===== src/hw/rtl/hsvcl_pkg.sv =====
// ----------------------------------------------------------------------------
// hsvcl_pkg
// Shared types and constants of the HSV lighten block.
// ----------------------------------------------------------------------------
package hsvcl_pkg;
    localparam int ChanW  = 8;
    localparam int AmtW   = 9;
    localparam int ModeW  = 2;

    typedef enum logic [ModeW-1:0] {
        MODE_LIGHTEN = 2'd0,
        MODE_TO_HSV  = 2'd1,
        MODE_TO_RGB  = 2'd2,
        MODE_PASS    = 2'd3
    } t_mode;

    typedef enum logic {
        REG_MODE   = 1'b0,
        REG_AMOUNT = 1'b1
    } t_reg_idx;

    localparam logic [ModeW-1:0] ResetMode   = 2'd0;
    localparam logic [AmtW-1:0]  ResetAmount = 9'd243;

    typedef struct packed {
        logic [ChanW-1:0] c0;
        logic [ChanW-1:0] c1;
        logic [ChanW-1:0] c2;
        logic [ChanW-1:0] alpha;
    } t_color;

    // Truncated x/255 for x < 65280, where the quotient fits 8 bits: (x + 1 + (x >> 8)) >> 8 is exact.
    function automatic logic [ChanW-1:0] div255(input logic [15:0] x);
        logic [16:0] t;
        t = {1'b0, x} + 17'd1 + {9'd0, x[15:8]};
        return t[15:8];
    endfunction
endpackage


===== src/hw/rtl/hsvcl_if.sv =====
// ----------------------------------------------------------------------------
// hsvcl_if
// Valid/ready channels for color items and configuration writes.
// ----------------------------------------------------------------------------
interface hsvcl_color_if;
    logic              valid;
    logic              ready;
    hsvcl_pkg::t_color data;
    modport source (output valid, output data, input ready);
    modport sink   (input valid, input data, output ready);
endinterface

interface hsvcl_cfg_if;
    logic       valid;
    logic       ready;
    logic [7:0] index;
    logic [8:0] wdata;
    modport source (output valid, output index, output wdata, input ready);
    modport sink   (input valid, input index, input wdata, output ready);
endinterface


===== src/hw/rtl/hsvcl_divu.sv =====
// ----------------------------------------------------------------------------
// hsvcl_divu
// Pipelined restoring divider, one quotient bit per stage.
// ----------------------------------------------------------------------------
module hsvcl_divu #(
    parameter int NumW = 16,
    parameter int DenW = 11,
    parameter int QW   = 8
) (
    input  logic            i_clk,
    input  logic            i_en,
    input  logic [NumW-1:0] i_num,
    input  logic [DenW-1:0] i_den,
    output logic [QW-1:0]   o_quo
);
    // Quotient is known to fit in QW bits; stage k resolves bit QW-1-k.
    logic [NumW-1:0] r_rem [QW+1];
    logic [DenW-1:0] r_den [QW+1];
    logic [QW-1:0]   r_q   [QW+1];

    assign r_rem[0] = i_num;
    assign r_den[0] = i_den;
    assign r_q[0]   = '0;

    for (genvar k = 0; k < QW; k++) begin : g_st
        localparam int Sh = QW - 1 - k;
        logic [NumW+QW-1:0] n_trial;
        logic               n_ge;
        logic [NumW-1:0]    r_rem_s;
        logic [DenW-1:0]    r_den_s;
        logic [QW-1:0]      r_q_s;
        assign n_trial = (NumW+QW)'(r_den[k]) << Sh;
        assign n_ge    = (NumW+QW)'(r_rem[k]) >= n_trial;
        always_ff @(posedge i_clk) begin
            if (i_en) begin
                r_rem_s <= n_ge ? r_rem[k] - n_trial[NumW-1:0] : r_rem[k];
                r_den_s <= r_den[k];
                r_q_s   <= r_q[k] | (QW'(n_ge) << Sh);
            end
        end
        assign r_rem[k+1] = r_rem_s;
        assign r_den[k+1] = r_den_s;
        assign r_q[k+1]   = r_q_s;
    end

    assign o_quo = r_q[QW];
endmodule


===== src/hw/rtl/hsvcl_top_stage.sv =====
// ----------------------------------------------------------------------------
// hsvcl_top_stage
// Delay line for side data that rides beside the pipelined arithmetic.
// ----------------------------------------------------------------------------
module hsvcl_top_stage #(
    parameter int W     = 8,
    parameter int Depth = 1
) (
    input  logic         i_clk,
    input  logic         i_en,
    input  logic [W-1:0] i_d,
    output logic [W-1:0] o_q
);
    logic [W-1:0] r_tap [Depth];
    always_ff @(posedge i_clk) begin
        if (i_en) begin
            r_tap[0] <= i_d;
            for (int k = 1; k < Depth; k++) r_tap[k] <= r_tap[k-1];
        end
    end
    assign o_q = r_tap[Depth-1];
endmodule


===== src/hw/rtl/hsv_color_lighten.sv =====
// ----------------------------------------------------------------------------
// hsv_color_lighten
// RGB/HSV conversion and value lightening, one color item per clock while the output is not stalled.
// ----------------------------------------------------------------------------
// Channel   Dir  Payload                              Accept
// i_pix     in   first/second/third channel, alpha    valid & ready
// o_pix     out  out_first/second/third, alpha        valid & ready
// i_cfg     in   index (0 mode, 1 amount), wdata      valid & ready
//
// Throughput is one item per clock while the output is not stalled. The pipeline is the
// eight-stage pipelined hue and saturation dividers plus the min/max, lighten,
// multiply and constant-divide stages around them and the output registers.
// Reset clears the valid bits and loads the register defaults. A stall on the
// output freezes every stage at once, so nothing is lost or repeated; ready is
// low only while stalled.
// ----------------------------------------------------------------------------
module hsv_color_lighten #(
    parameter logic [1:0] RESET_MODE   = hsvcl_pkg::ResetMode,
    parameter logic [8:0] RESET_AMOUNT = hsvcl_pkg::ResetAmount
) (
    input  logic i_clk,
    input  logic i_rst_n,
    hsvcl_color_if.sink   i_pix,
    hsvcl_color_if.source o_pix,
    hsvcl_cfg_if.sink     i_cfg
);
    localparam int Lat = 20;

    logic [1:0] r_mode;
    logic [8:0] r_amount;

    assign i_cfg.ready = 1'b1;
    always_ff @(posedge i_clk) begin
        if (!i_rst_n) begin
            r_mode   <= RESET_MODE;
            r_amount <= RESET_AMOUNT;
        end else if (i_cfg.valid) begin
            if (i_cfg.index == 8'(hsvcl_pkg::REG_MODE)) r_mode <= i_cfg.wdata[1:0];
            else if (i_cfg.index == 8'(hsvcl_pkg::REG_AMOUNT)) r_amount <= i_cfg.wdata;
        end
    end

    // Whole pipeline advances when the output is free or taken.
    logic en;
    logic [Lat-1:0] r_vld;
    assign en          = !o_pix.valid || o_pix.ready;
    assign i_pix.ready = en;
    always_ff @(posedge i_clk) begin
        if (!i_rst_n) r_vld <= '0;
        else if (en) r_vld <= {r_vld[Lat-2:0], i_pix.valid};
    end
    assign o_pix.valid = r_vld[Lat-1];

    // ---- Stage 1: max, min, hue sector select.
    logic [7:0] a, b, c;
    assign a = i_pix.data.c0;
    assign b = i_pix.data.c1;
    assign c = i_pix.data.c2;
    logic [7:0] mx, mn, d;
    logic [10:0] hn;  // base*d + num, below 6*d
    always_comb begin
        mx = a; mn = a;
        if (b > mx) mx = b;
        if (c > mx) mx = c;
        if (b < mn) mn = b;
        if (c < mn) mn = c;
        d = mx - mn;
        if (a == mx) hn = (b < c) ? 11'(6 * d) + 11'(b) - 11'(c) : 11'(b) - 11'(c);
        else if (b == mx) hn = 11'(2 * d) + 11'(c) - 11'(a);
        else hn = 11'(4 * d) + 11'(a) - 11'(b);
    end
    logic [7:0]  r1_mx, r1_d;
    logic [10:0] r1_hn;
    logic [1:0]  r1_mode;
    logic [8:0]  r1_amt;
    logic [31:0] r1_pass;
    always_ff @(posedge i_clk) begin
        if (en) begin
            r1_mx <= mx; r1_d <= d; r1_hn <= hn;
            r1_mode <= r_mode; r1_amt <= r_amount;
            r1_pass <= i_pix.data;
        end
    end

    // ---- Stages 2..9: hue and saturation divides in parallel.
    logic [7:0] h_q, s_q;
    hsvcl_divu #(.NumW(19), .DenW(11), .QW(8)) u_hdiv (
        .i_clk(i_clk), .i_en(en), .i_num({r1_hn, 8'd0}),
        .i_den(11'(6 * r1_d)), .o_quo(h_q));
    hsvcl_divu #(.NumW(16), .DenW(8), .QW(8)) u_sdiv (
        .i_clk(i_clk), .i_en(en), .i_num(16'(r1_d) * 16'd255),
        .i_den(r1_mx == 8'd0 ? 8'd1 : r1_mx), .o_quo(s_q));
    logic [7:0]  s9_mx, s9_d;
    logic [1:0]  s9_mode;
    logic [8:0]  s9_amt;
    logic [31:0] s9_pass;
    hsvcl_top_stage #(.W(59), .Depth(8)) u_d1 (
        .i_clk(i_clk), .i_en(en),
        .i_d({r1_mx, r1_d, r1_mode, r1_amt, r1_pass}),
        .o_q({s9_mx, s9_d, s9_mode, s9_amt, s9_pass}));

    // ---- Stage 10: choose HSV source, lighten product.
    logic [7:0] h10, s10, v10;
    always_comb begin
        h10 = (s9_d == 8'd0) ? 8'd0 : h_q;
        s10 = (s9_mx == 8'd0) ? 8'd0 : s_q;
        v10 = s9_mx;
    end
    logic [7:0]  r10_h, r10_s, r10_v;
    logic [16:0] r10_lp;
    logic [1:0]  r10_mode;
    logic [31:0] r10_pass;
    always_ff @(posedge i_clk) begin
        if (en) begin
            r10_h <= h10; r10_s <= s10; r10_v <= v10;
            r10_lp <= 17'(8'd255 - v10) * 17'(s9_amt);
            r10_mode <= s9_mode; r10_pass <= s9_pass;
        end
    end

    // ---- Stage 11: saturating value add; pick HSV->RGB inputs.
    logic [9:0]  vl;
    logic [7:0]  hh, ss, vv;
    assign vl = 10'(r10_v) + 10'(r10_lp[16:8]);
    always_comb begin
        if (r10_mode == hsvcl_pkg::MODE_LIGHTEN) begin
            hh = r10_h; ss = r10_s; vv = (vl > 10'd255) ? 8'd255 : vl[7:0];
        end else begin
            hh = r10_pass[31:24]; ss = r10_pass[23:16]; vv = r10_pass[15:8];
        end
    end
    logic [7:0]  r11_s, r11_v, r11_f;
    logic [2:0]  r11_i;
    logic [1:0]  r11_mode;
    logic [31:0] r11_pass;
    logic [7:0]  r11_h, r11_sh, r11_vh;
    logic [10:0] h6;
    assign h6 = 11'(hh) * 11'd6;
    always_ff @(posedge i_clk) begin
        if (en) begin
            r11_s <= ss; r11_v <= vv; r11_f <= h6[7:0]; r11_i <= h6[10:8];
            r11_mode <= r10_mode; r11_pass <= r10_pass;
            r11_h <= r10_h; r11_sh <= r10_s; r11_vh <= r10_v;
        end
    end

    // ---- Stage 12: factor products.
    logic [15:0] r12_fs, r12_gs;
    logic [7:0]  r12_v, r12_ps;
    logic [2:0]  r12_i;
    logic [1:0]  r12_mode;
    logic [31:0] r12_pass;
    logic [23:0] r12_hsv;
    always_ff @(posedge i_clk) begin
        if (en) begin
            r12_fs <= 16'(r11_f) * 16'(r11_s);
            r12_gs <= (16'd256 - 16'(r11_f)) * 16'(r11_s);
            r12_ps <= 8'd255 - r11_s;
            r12_v <= r11_v; r12_i <= r11_i;
            r12_mode <= r11_mode; r12_pass <= r11_pass;
            r12_hsv <= {r11_h, r11_sh, r11_vh};
        end
    end

    // ---- Stage 13: numerators.
    logic [23:0] r13_qn, r13_tn;
    logic [15:0] r13_pn;
    logic [7:0]  r13_v;
    logic [2:0]  r13_i;
    logic [1:0]  r13_mode;
    logic [31:0] r13_pass;
    logic [23:0] r13_hsv;
    always_ff @(posedge i_clk) begin
        if (en) begin
            r13_qn <= 24'(r12_v) * (24'd65280 - 24'(r12_fs));
            r13_tn <= 24'(r12_v) * (24'd65280 - 24'(r12_gs));
            r13_pn <= 16'(r12_v) * 16'(r12_ps);
            r13_v <= r12_v; r13_i <= r12_i;
            r13_mode <= r12_mode; r13_pass <= r12_pass; r13_hsv <= r12_hsv;
        end
    end

    // ---- Stage 14: p, q and t quotients. Since 65280 is 255 * 256, a
    // truncated divide by 65280 is a right shift by 8 and then a truncated
    // divide by 255.
    logic [7:0]  s14_p, s14_q, s14_t, s14_v;
    logic [2:0]  s14_i;
    logic [1:0]  s14_mode;
    logic [31:0] s14_pass;
    logic [23:0] s14_hsv;
    hsvcl_top_stage #(.W(93), .Depth(1)) u_d2 (
        .i_clk(i_clk), .i_en(en),
        .i_d({hsvcl_pkg::div255(r13_pn), hsvcl_pkg::div255(r13_qn[23:8]),
              hsvcl_pkg::div255(r13_tn[23:8]), r13_v, r13_i, r13_mode,
              r13_pass, r13_hsv}),
        .o_q({s14_p, s14_q, s14_t, s14_v, s14_i, s14_mode, s14_pass, s14_hsv}));

    // ---- Sector mux and mode select, feeding the output registers.
    logic [23:0] rgb;
    logic [31:0] res;
    always_comb begin
        case (s14_i)
            3'd0:    rgb = {s14_v, s14_t, s14_p};
            3'd1:    rgb = {s14_q, s14_v, s14_p};
            3'd2:    rgb = {s14_p, s14_v, s14_t};
            3'd3:    rgb = {s14_p, s14_q, s14_v};
            3'd4:    rgb = {s14_t, s14_p, s14_v};
            default: rgb = {s14_v, s14_p, s14_q};
        endcase
        case (s14_mode)
            hsvcl_pkg::MODE_LIGHTEN,
            hsvcl_pkg::MODE_TO_RGB:  res = {rgb, s14_pass[7:0]};
            hsvcl_pkg::MODE_TO_HSV:  res = {s14_hsv, s14_pass[7:0]};
            default:                 res = s14_pass;
        endcase
    end

    // ---- Stages 15..20: output alignment registers.
    hsvcl_top_stage #(.W(32), .Depth(Lat-14)) u_out (
        .i_clk(i_clk), .i_en(en), .i_d(res), .o_q(o_pix.data));

`ifndef SYNTHESIS
    a_ready_follows_stall: assert property (@(posedge i_clk) disable iff (!i_rst_n)
        (o_pix.valid && !o_pix.ready) |-> !i_pix.ready)
        else $error("input accepted while output stalled");
    a_hold_valid: assert property (@(posedge i_clk) disable iff (!i_rst_n)
        (o_pix.valid && !o_pix.ready) |=> o_pix.valid)
        else $error("stalled item dropped");
    a_flow: assert property (@(posedge i_clk) disable iff (!i_rst_n)
        (en && !r_vld[Lat-2]) |=> !o_pix.valid)
        else $error("item invented at output");
`endif
endmodule

===== src/flat_wrapper.sv =====
// flat-port wrapper written by rule: the top's interface ports become plain ports
module hsv_color_lighten_flat 
#(
    parameter logic [1:0] RESET_MODE   = hsvcl_pkg::ResetMode,
    parameter logic [8:0] RESET_AMOUNT = hsvcl_pkg::ResetAmount
)
  (i_clk, i_rst_n, i_pix_valid, i_pix_data, i_pix_ready, o_pix_valid, o_pix_data, o_pix_ready, i_cfg_valid, i_cfg_index, i_cfg_wdata, i_cfg_ready);
  hsvcl_color_if i_pix_i ();
  hsvcl_color_if o_pix_i ();
  hsvcl_cfg_if i_cfg_i ();
  input  logic i_clk;
  input  logic i_rst_n;
  input wire logic [$bits(i_pix_i.valid)-1:0] i_pix_valid;
  input wire logic [$bits(i_pix_i.data)-1:0] i_pix_data;
  output wire logic [$bits(i_pix_i.ready)-1:0] i_pix_ready;
  output wire logic [$bits(o_pix_i.valid)-1:0] o_pix_valid;
  output wire logic [$bits(o_pix_i.data)-1:0] o_pix_data;
  input wire logic [$bits(o_pix_i.ready)-1:0] o_pix_ready;
  input wire logic [$bits(i_cfg_i.valid)-1:0] i_cfg_valid;
  input wire logic [$bits(i_cfg_i.index)-1:0] i_cfg_index;
  input wire logic [$bits(i_cfg_i.wdata)-1:0] i_cfg_wdata;
  output wire logic [$bits(i_cfg_i.ready)-1:0] i_cfg_ready;
  assign i_pix_i.valid = i_pix_valid;
  assign i_pix_i.data = i_pix_data;
  assign i_pix_ready = i_pix_i.ready;
  assign o_pix_valid = o_pix_i.valid;
  assign o_pix_data = o_pix_i.data;
  assign o_pix_i.ready = o_pix_ready;
  assign i_cfg_i.valid = i_cfg_valid;
  assign i_cfg_i.index = i_cfg_index;
  assign i_cfg_i.wdata = i_cfg_wdata;
  assign i_cfg_ready = i_cfg_i.ready;
  hsv_color_lighten #(.RESET_MODE(RESET_MODE), .RESET_AMOUNT(RESET_AMOUNT)) u_core (.i_clk(i_clk), .i_rst_n(i_rst_n), .i_pix(i_pix_i), .o_pix(o_pix_i), .i_cfg(i_cfg_i));
endmodule

===== config.mk =====
export PLATFORM = sky130hd
export DESIGN_NAME = hsv_color_lighten_flat
export DESIGN_NICKNAME = d
export VERILOG_FILES = /design/src/hw/rtl/hsvcl_pkg.sv /design/src/hw/rtl/hsvcl_if.sv /design/src/hw/rtl/hsvcl_divu.sv /design/src/hw/rtl/hsvcl_top_stage.sv /design/src/hw/rtl/hsv_color_lighten.sv /design/src/flat_wrapper.sv
export SDC_FILE = /design/constraint.sdc
export NUM_CORES = 2
export LEC_CHECK = 0
export BUFFER_PORTS_ARGS = -buffer_cell sky130_fd_sc_hd__buf_2
export CORE_ASPECT_RATIO = 0.8
export CORE_UTILIZATION = 50
export CTS_CLUSTER_SIZE = 12
export DETAILED_ROUTE_END_ITERATION = 8
export PLACE_DENSITY_LB_ADDON = 0.1
export SLEW_MARGIN = 20
export SYNTH_ARGS = -nofsm -noshare
export SYNTH_HDL_FRONTEND = slang
export SYNTH_SLANG_ARGS = --single-unit

===== constraint.sdc =====
create_clock -name i_clk -period 66.7 [get_ports i_clk]
set_input_delay 6.67 -clock i_clk [delete_from_list [all_inputs] [get_ports i_clk]]
set_output_delay 6.67 -clock i_clk [all_outputs]
set_load 0.05 [all_outputs]

==> flow_summary.ini <==
[run_status]
status = finished clean

[worst_setup_path]
cp_slowest_cell = nor3_2
cpPeakStageDelay_ps = 690
crit_type = input pin to flop
cp.arrival_ps = 17520
cp-start-kind = input pin
cp.required_ps = 67250
critPathCaptureType = flop
path_buf_inv = 6
crit_family = compound AO/OA/AOI/OAI gates
crit_fanout = 11

[clock_network]
clk_path_buf_depth = 3
cts_resized = 0
insertion_delay_ps = 820
ctsHtreeMaxLevel = 4
cts_buffers = 165
clkTransAtPathRegs_ps = 60
cts-root-buf = clkbuf_16
cts_tree = yes
numClockSinks = 1620
postCtsSetupRepairBufs = 0
ctsHoldBuffers = 0

[timing]
drv_slew = 0
post-route-period-util = 0.254
finalCriticalPeriod_ps = 16970
finalSetupViolCount = 0
worst_pin_slew_ps = 1100
skew_ps = 58.1
hold_viol = 0
tns_ps = 0
fmax_mhz = 58.9
rsz0062_at_grt = false
relSlewSlack = 0.265

[global_routing]
grt-ovfl-total = 0
grt_pass1_vias = 43632
grt_usage = 0.190
antenna_found_initial = 17
grt_pass1_wl_microns = 244000
grt_start_max_net_pins = 180

[drt]
via_count = 43713
drt-total-wl_microns = 154000
drt_iter0_markers = 3123
drc = 0
wl_per_cell_microns = 18.3
drtAntennaViolNets = 0
first_pass_iters = 5
viasPerCell = 5.20

[final_layout]
area_growth_pct = 9.97
post-route-util = 0.555
drive_gt1_frac = 0.0656
stdcell_count = 8408
fin_nets = 7133
fillers = 13183

[synth]
synthesis.nets = 6952
synthTopCellsByCount = 1589 x edfxtp_1, 758 x inv_1, 499 x ha_1
yosys.cell_types.count = 91
netlist_top_cells_area = edfxtp_1 58%, fa_1 9.9%, ha_1 7.6%
ys_warn_count = 0
syn_area_per_cell_sq_um = 13.7
ys_ff_latch = 1620
yosys.cell_count.top_type = edfxtp_1
synth_edf_count = 1589
synth_area_sq_um = 81900
synth_top_cell_area_share = 0.583
yosysTopAreaCell = edfxtp_1
synthFlopType = edfxtp_1
synth-seq-area-share = 0.590
syn_inst = 5994
synth-async-reset-ratio = 0

[floorplan]
die_area_sq_um = 165000
fp.coreArea_sq_um = 162000
die_w_microns = 455
ios = 89
dieHeight_microns = 364
initial_core_util = 0.505
rows = 132

[worst_hold_path]
hp-class = flop to flop

[placement]
dp.cells = 8152
io_buffers = 87
place_congestion = 0.852
dp_hpwl_microns = 109000

[flow_run]
maxCapViolations = 0
[flip-flops by register name, summed over array words and instances, names as in the netlist, 28 cells and up]
signal	count
u_core.u_hdiv.g_st.r_q_s	28
u_core.u_hdiv.g_st.r_rem_s	98
u_core.r12_pass	32
u_core.u_sdiv.g_st.r_rem_s	112
u_core.u_out.r_tap	192
u_core.u_d2.r_tap	93
u_core.r13_pass	32
u_core.r11_pass	32
u_core.u_hdiv.g_st.r_den_s	57
u_core.r1_pass	32
u_core.r10_pass	32
u_core.u_sdiv.g_st.r_den_s	56
u_core.u_d1.r_tap	465
u_core.u_sdiv.g_st.r_q_s	28
[routing by layer]
| metal | GRT usage | vias to the layer above | part of all wire |
|---|---|---|---|
| met5 | 0 | - | 0.00034 |
| met2 | 0.275 | 828 | 0.42 |
| met3 | 0.0393 | 193 | 0.055 |
| li1 | - | 21212 | - |
| met4 | 0.0450 | 8 | 0.017 |
| met1 | 0.293 | 21472 | 0.51 |
[logic make-up (layout without fill, tap and decap cells)]
kind of cell,Yosys count,after routing,synth area share
adders and majority gates,904,904,0.175
xor gates and xnor gates,329,329,0.0356
DFF,1620,1620,0.590
AOI/OAI and AO/OA,785,785,0.0618
muxes,123,123,0.0154
and+or+nand+nor,1346,1346,0.0810
buffers and inverters,886,1154,0.0409
other,1,3,0.0000458
[layout make-up]
class,instances,area (sq um),area share
Sequential cell,1620,48300,0.537
Multi-Input combinational cell,3488,30300,0.336
Clock buffer,207,4350,0.0483
Inverter,760,2860,0.0318
Tap cell,2144,2680,0.0298
Timing Repair Buffer,140,883,0.00981
Clock inverter,47,696,0.00772
Antenna cell,2,5.00,0.0000556
[worst paths after layout]
check	from	end	slack, ps	depth (start not counted)
worst max register to register	u_core.r12_gs[1]	u_core.r13_tn[23]	58980	24
worst min-delay path	u_core.u_d1.r_tap[0][31]	u_core.u_d1.r_tap[0][90]	390	0
worst min register to register	u_core.u_d1.r_tap[0][31]	u_core.u_d1.r_tap[0][90]	390	0
worst max-delay path	i_pix_data[17]	u_core.r1_hn[10]	49730	46
[placed cells by master (no fill, tap or decap), types with 25 or more instances in the layout]
master     Yosys  routed
a211oi_1      41      41
a21boi_0      31      31
a21o_1        98      98
a21oi_1      252     252
and2_1       220     220
buf_2          2      87
buf_4          1      49
clkbuf_1     118      39
clkbuf_16      0     168
dfxtp_1       31      31
edfxtp_1    1589    1589
fa_1         405     405
ha_1         499     499
inv_1        758     757
mux2_2        25      25
mux2i_1       98      98
nand2_1      467     467
nand2b_1      92      92
nand3_1       35      35
nand4_1       29      29
nor2_1       240     239
nor2b_1       98      97
nor3_1        66      65
nor4_1        29      27
o21a_1        33      33
o21ai_0      156     156
o21bai_1      52      52
o31ai_1       35      35
xnor2_1      217     216
xor2_1       110     110
[stage by stage]
stage / hold slack, ps / area, sq um / setup slack (ps)
2_1_floorplan: 400 / 81900 / 9800
3_3_place_gp: 400 / 85000 / 48820
5_1_grt: 385 / 90100 / 48920
6_report: 385 / 90100 / 49730
3_5_place_dp: 405 / 85000 / 48930
4_1_cts: 374 / 90100 / 49800
Power is not shown: default switching activity piles up to over one toggle a cycle in this logic, so the estimate is an artifact.
